$ cat config.mk
export PLATFORM = sky130hd
export DESIGN_NAME = cycle_count_to_time_split_core
export DESIGN_NICKNAME = d
export VERILOG_FILES = /design/src/rtl/core/ccts_pkg.sv /design/src/rtl/core/cycle_count_to_time_split_core.sv
export SDC_FILE = /design/constraint.sdc
export NUM_CORES = 1
export LEC_CHECK = 0
export ABC_CLOCK_PERIOD_IN_PS = 15500
export BUFFER_PORTS_ARGS = -buffer_cell sky130_fd_sc_hd__buf_2
export CAP_MARGIN = 0
export CORE_MARGIN = 1.5
export CORE_UTILIZATION = 57
export CTS_CLUSTER_DIAMETER = 50
export DETAILED_ROUTE_END_ITERATION = 16
export GPL_ROUTABILITY_DRIVEN = 1
export PLACE_DENSITY_LB_ADDON = 0.05
export SYNTH_ARGS = -nofsm -noshare
export SYNTH_HDL_FRONTEND = slang
export SYNTH_SLANG_ARGS = --single-unit
$ cat constraint.sdc
create_clock -name clk -period 15.5 [get_ports clk]
set_input_delay 2.325 -clock clk [delete_from_list [all_inputs] [get_ports clk]]
set_output_delay 2.325 -clock clk [all_outputs]
set_load 0.03 [all_outputs]
$ cat src/rtl/core/ccts_pkg.sv
// Shared widths, layout offsets and constants of the cycle count to time split block.
package ccts_pkg;

  localparam int SAMPLE_W   = 32;
  localparam int WRAP_W     = 32;
  localparam int EXT_W      = 64;
  localparam int SECS_W     = 45;
  localparam int PART_W     = 10;
  localparam int TOTAL_W    = 64;
  localparam int MHZ_W      = 10;

  localparam logic [MHZ_W-1:0] CLOCK_MHZ_RESET = 10'd550;
  localparam logic [PART_W-1:0] PART_DIV       = 10'd1000;

  // Output tdata layout, lowest bit first.
  localparam int EXT_LSB    = 0;
  localparam int SECS_LSB   = EXT_LSB + EXT_W;
  localparam int MILLIS_LSB = SECS_LSB + SECS_W;
  localparam int MICROS_LSB = MILLIS_LSB + PART_W;
  localparam int TOTAL_LSB  = MICROS_LSB + PART_W;
  localparam int OUT_USED_W = TOTAL_LSB + TOTAL_W;
  localparam int OUT_DATA_W = ((OUT_USED_W + 7) / 8) * 8;

  // One shift per dividend bit.
  localparam int STEPS   = EXT_W;
  localparam int STEP_W  = $clog2(STEPS);

endpackage

$ cat src/rtl/core/cycle_count_to_time_split_core.sv
// Cycle counter wrap extension and bit-serial split into seconds, millis and micros.
//
//   channel | dir | handshake              | payload (lowest bit first)
//   --------+-----+------------------------+------------------------------------------------
//   s_*     | in  | s_tvalid / s_tready    | counter_sample[31:0]
//   m_*     | out | m_tvalid / m_tready    | extended_cycles, whole_seconds, millis_part,
//           |     |                        | micros_part, total_micros, zero pad to 200 bits
//   cfg_*   | in  | cfg_wr_en              | clock_mhz[9:0]
//
// Flow: the work registers load at the accept edge, then the bit-serial divide
// runs (one dividend bit per cycle) and the result moves to the output register.
// The next item is accepted in the cycle after the result moves out of the work
// registers, while that result may still wait in the output register; no new
// item is taken while a divide is in progress.
// Reset: rst is synchronous; it clears the wrap state, the clock register
// (to 550 MHz) and all valid flags.
// Stalls: a finished result holds in the work registers until the output
// register is free; s_tready stays low meanwhile.
module cycle_count_to_time_split_core (
  input  logic                             clk,
  input  logic                             rst,
  // Config
  input  logic                             cfg_wr_en,
  input  logic [ccts_pkg::MHZ_W-1:0]       cfg_wr_data,   // clock_mhz
  // Input stream
  input  logic                             s_tvalid,
  output logic                             s_tready,
  input  logic [ccts_pkg::SAMPLE_W-1:0]    s_tdata,       // counter_sample[31:0]
  // Output stream
  output logic                             m_tvalid,
  input  logic                             m_tready,
  // extended_cycles[63:0], whole_seconds[108:64], millis_part[118:109],
  // micros_part[128:119], total_micros[192:129], zero pad[199:193]
  output logic [ccts_pkg::OUT_DATA_W-1:0]  m_tdata
);

  localparam logic [1:0] ST_IDLE = 2'd0;
  localparam logic [1:0] ST_RUN  = 2'd1;
  localparam logic [1:0] ST_DONE = 2'd2;

  logic [1:0]                       state;
  logic [ccts_pkg::STEP_W-1:0]      step;
  logic [ccts_pkg::MHZ_W-1:0]       clock_mhz;
  logic [ccts_pkg::SAMPLE_W-1:0]    previous_sample;
  logic [ccts_pkg::WRAP_W-1:0]      wrap_count;
  logic [ccts_pkg::WRAP_W-1:0]      wrap_next;

  // Work registers
  logic [ccts_pkg::EXT_W-1:0]       ext_rot;    // rotates back to itself after 64 steps
  logic [ccts_pkg::TOTAL_W-1:0]     total_sh;
  logic [ccts_pkg::SECS_W-1:0]      secs_sh;
  logic [ccts_pkg::MHZ_W-1:0]       rem_mhz;    // remainder of the divide by clock_mhz
  logic [ccts_pkg::PART_W-1:0]      rem_us;     // remainder of total / 1000
  logic [ccts_pkg::PART_W-1:0]      rem_ms;     // remainder of (total / 1000) / 1000

  logic [ccts_pkg::MHZ_W-1:0]       mhz_eff;
  logic [ccts_pkg::MHZ_W:0]         t0, t1, t2;
  logic                             q0, q1, q2;
  logic [ccts_pkg::MHZ_W-1:0]       rem_mhz_next;
  logic [ccts_pkg::PART_W-1:0]      rem_us_next, rem_ms_next;
  logic                             in_fire, out_load;

  assign s_tready = (state == ST_IDLE);
  assign in_fire  = s_tvalid && s_tready;
  assign out_load = (state == ST_DONE) && (!m_tvalid || m_tready);

  // A zero clock is treated as 1 MHz so the divide is always defined.
  assign mhz_eff   = (clock_mhz == '0) ? ccts_pkg::MHZ_W'(1) : clock_mhz;
  assign wrap_next = (s_tdata < previous_sample) ? wrap_count + 1'b1 : wrap_count;

  // Three chained restoring dividers, one bit per cycle each. The first
  // produces total = ext / clock_mhz MSB first; its quotient bits feed the
  // divide by 1000, whose quotient bits feed the second divide by 1000.
  // Total micros equals floor(ext / clock_mhz), so the parts fall out as
  // total % 1000 (micros), (total / 1000) % 1000 (millis), total / 10^6 (secs).
  always_comb begin
    t0 = {rem_mhz, ext_rot[ccts_pkg::EXT_W-1]};
    q0 = (t0 >= {1'b0, mhz_eff});
    rem_mhz_next = q0 ? ccts_pkg::MHZ_W'(t0 - {1'b0, mhz_eff}) : ccts_pkg::MHZ_W'(t0);

    t1 = {rem_us, q0};
    q1 = (t1 >= {1'b0, ccts_pkg::PART_DIV});
    rem_us_next = q1 ? ccts_pkg::PART_W'(t1 - {1'b0, ccts_pkg::PART_DIV})
                     : ccts_pkg::PART_W'(t1);

    t2 = {rem_ms, q1};
    q2 = (t2 >= {1'b0, ccts_pkg::PART_DIV});
    rem_ms_next = q2 ? ccts_pkg::PART_W'(t2 - {1'b0, ccts_pkg::PART_DIV})
                     : ccts_pkg::PART_W'(t2);
  end

  // Control and wrap state
  always_ff @(posedge clk) begin
    if (rst) begin
      state           <= ST_IDLE;
      step            <= '0;
      clock_mhz       <= ccts_pkg::CLOCK_MHZ_RESET;
      previous_sample <= '0;
      wrap_count      <= '0;
      m_tvalid        <= 1'b0;
    end else begin
      if (cfg_wr_en) begin
        clock_mhz <= cfg_wr_data;
      end
      if (m_tvalid && m_tready) begin
        m_tvalid <= 1'b0;
      end
      case (state)
        ST_IDLE: begin
          if (in_fire) begin
            previous_sample <= s_tdata;
            wrap_count      <= wrap_next;
            step            <= '0;
            state           <= ST_RUN;
          end
        end
        ST_RUN: begin
          step <= step + 1'b1;
          if (step == ccts_pkg::STEP_W'(ccts_pkg::STEPS - 1)) begin
            state <= ST_DONE;
          end
        end
        ST_DONE: begin
          if (out_load) begin
            m_tvalid <= 1'b1;
            state    <= ST_IDLE;
          end
        end
        default: state <= ST_IDLE;
      endcase
    end
  end

  // Datapath: load on accept, shift one bit per step, hold when done
  always_ff @(posedge clk) begin
    if (in_fire) begin
      ext_rot  <= {wrap_next, s_tdata};
      total_sh <= '0;
      secs_sh  <= '0;
      rem_mhz  <= '0;
      rem_us   <= '0;
      rem_ms   <= '0;
    end else if (state == ST_RUN) begin
      ext_rot  <= {ext_rot[ccts_pkg::EXT_W-2:0], ext_rot[ccts_pkg::EXT_W-1]};
      total_sh <= {total_sh[ccts_pkg::TOTAL_W-2:0], q0};
      secs_sh  <= {secs_sh[ccts_pkg::SECS_W-2:0], q2};
      rem_mhz  <= rem_mhz_next;
      rem_us   <= rem_us_next;
      rem_ms   <= rem_ms_next;
    end
  end

  // Output register
  always_ff @(posedge clk) begin
    if (out_load) begin
      m_tdata <= {(ccts_pkg::OUT_DATA_W - ccts_pkg::OUT_USED_W)'(0),
                  total_sh, rem_us, rem_ms, secs_sh, ext_rot};
    end
  end

endmodule

==> flow_summary.json <==
{
  "post_cts_resized": 0,
  "ir_drop_mv": 0.106,
  "max_freq_ghz": 0.191,
  "gp_congestion": 0.786,
  "synth_commonest_cells": "nand2_1 (410), edfxtp_1 (254), dfxtp_1 (219)",
  "synth_edf_count": 254,
  "slew-limit-headroom_pct": 19.0,
  "finalSetupViolations": 0,
  "dp_hpwl_mm": 22.7,
  "setup_ws_ns": 10.27,
  "synth_area_per_cell_um2": 10.9,
  "critPathCaptureType": "flop",
  "clockBufferDepth": 3,
  "postSynthCellCount": 1695,
  "report.final.slew_viol_count": 0,
  "grt_overflow": 0,
  "cp.arrival_ns": 5.40,
  "antenna_found_initial": 2,
  "rsz0062_at_grt": "false",
  "synth_top_area_share_pct": 41.4,
  "synthFlopType": "edfxtp_1",
  "root_buffer": "clkbuf_16",
  "wl_per_cell_um": 15.6,
  "yosysTopAreaCell": "edfxtp_1",
  "dp_slack_ns": 9.69,
  "track_usage_pct": 21.6,
  "post-route-min-period_ns": 5.23,
  "cts_setup_buffers": 0,
  "critPathLaunchType": "primary input",
  "ys_types": 63,
  "worst_ep_required_time_ns": 15.67,
  "placed_area_um2": 19900,
  "clk-insertion-delay-late_ns": 0.54,
  "final_antenna_net_count": 0,
  "crit_fanout": 86,
  "viasPerCell": 5.37,
  "final_hold_viol_count": 0,
  "coreArea_um2": 31700,
  "cts_inserted_buffers": 49,
  "port_buffers": 241,
  "powerDensity_nw_per_um2": 127,
  "ios": 249,
  "drv_cap": 0,
  "synth_area_um2": 18400,
  "status": "finished clean",
  "yosysMostFrequentCell": "nand2_1",
  "fp.dieW_um": 183,
  "placementRows": 65,
  "clock_sinks": 473,
  "grt_max_degree": 92,
  "worstMarginPinSlew_ns": 1.21,
  "grt_pass1_vias": 11700,
  "drt_iter0_markers": 847,
  "drt_pass1_iterations": 5,
  "nets": 1999,
  "vias": 12600,
  "drc_errors": 0,
  "seq_area_frac_synth_pct": 65.2,
  "fin_tns_setup_ns": 0,
  "layout.cell_area.non_filler_um2": 21400,
  "critPathKind": "primary input to flop",
  "async_reset_ff_share_pct": 0,
  "start_util_pct": 58.1,
  "clock_skew_ns": 0.0101,
  "grt_first_pass_wirelength_mm": 58.5,
  "drive_above_1_share_pct": 18.0,
  "synthTopCellsByArea": "edfxtp_1 (41%), dfxtp_1 (24%), nand2_1 (8.4%)",
  "area_delta_synth_final_pct": 16.4,
  "ys_warn_count": 0,
  "leakage_uw": 0.00811,
  "wl_mm": 36.6,
  "dieArea_um2": 33400,
  "cts_tree": "yes",
  "htree_levels": 2,
  "yosys_register_bits": 473,
  "holdBufCountCts": 0,
  "die_y_um": 183,
  "fin_hold_ws_ns": 0.435,
  "reg2reg_slack_ns": 11.57,
  "cts.reportedPaths.clkPinSlew_ns": 0.06,
  "fin_crit_sh_pct": 33.8,
  "min_path_type": "flop to flop"
}
-- final cells by class --
cell class / instances / area, um^2
inverter: 56 / 210
antenna: 1 / 2.50
sequential: 473 / 12000
fill: 2462 / 10300
multi-input combinational: 1073 / 5850
clock buffer: 63 / 1350
clock inverter: 28 / 221
timing repair buffer: 253 / 1300
tap: 402 / 503
-- cells by family (layout without fill, tap and decap cells) --
group / after synthesis / after routing / share of synthesized area [%]
AND/OR/NAND/NOR: 643 / 643 / 15.2
flip-flops: 473 / 473 / 65.2
AO/OA/AOI/OAI: 301 / 301 / 9.29
buffers and inverters: 155 / 400 / 3.41
XOR/XNOR: 65 / 65 / 3.09
adder cells (fa/ha/maj): 46 / 46 / 3.16
multiplexers: 11 / 11 / 0.598
other: 1 / 8 / 0.0204
-- flip-flops by register name, indices dropped and copies added (netlist names), 32 cells and up --
name / count
secs_sh: 45
total_sh: 64
ext_rot: 64
previous_sample: 32
m_tdata: 190
wrap_count: 32
-- layout by cell type, fill, tap and decap left out, drive strengths merged, types with 4 or more instances in the layout --
| cell type | n |
|---|---|
| xor2 | 58 |
| clkinv | 19 |
| o21ai | 172 |
| a21o | 7 |
| nor3 | 11 |
| o21a | 5 |
| nand4 | 41 |
| a31oi | 4 |
| nor2b | 9 |
| conb | 7 |
| o211ai | 8 |
| and3 | 16 |
| nand2b | 8 |
| a21oi | 66 |
| and4 | 4 |
| nor2 | 70 |
| a211oi | 9 |
| ha | 45 |
| o31ai | 5 |
| inv | 60 |
| nand3 | 48 |
| nand2 | 410 |
| nor4 | 6 |
| xnor2 | 7 |
| buf | 253 |
| mux2i | 11 |
| edfxtp | 254 |
| clkbuf | 63 |
| dfxtp | 219 |
| or3 | 8 |
| and2 | 5 |
-- path summary, 6_finish.rpt --
check	start	to	cells after the start
max	m_tready	m_tdata[2]$_DFFE_PP_	5
min reg2reg	secs_sh[44]$_SDFFE_PP0P_	m_tdata[108]$_DFFE_PP_	0
max reg2reg	state[1]$_SDFFE_PP0P_	m_tdata[2]$_DFFE_PP_	4
min	secs_sh[44]$_SDFFE_PP0P_	m_tdata[108]$_DFFE_PP_	0
-- metal layers --
metal	part of all wire (%)	track usage (%)	up-vias
met2	45	33.9	313
li1	-	-	6326
met3	6.6	5.18	62
met5	0.030	0	-
met1	47	30.2	5912
met4	2.0	5.80	2
-- critical path, cell delays in order --
cell and delay (ns):
buf_2 0.07, nand2b_1 0.15, nor2b_4 0.99, buf_4 0.95
buf_4 0.80
-- power breakdown --
| part | switching (uW) | internal [uW] | leakage (uW) | total (uW) |
|---|---|---|---|---|
| logic | 133 | 72.3 | 0.00317 | 206 |
| clock network | 477 | 653 | 0.000779 | 1130 |
| registers | 25.7 | 1360 | 0.00417 | 1390 |
-- stage by stage --
step,power (uW),instances,util (%)
after global placement,1610,2257,62.6
after global routing,2830,2348,67.6
final,2720,2349,67.6
after floorplan,1570,1701,-
after detailed placement,1620,2257,62.6
after CTS,2750,2348,67.6
Power figures use the tool's default switching activity.
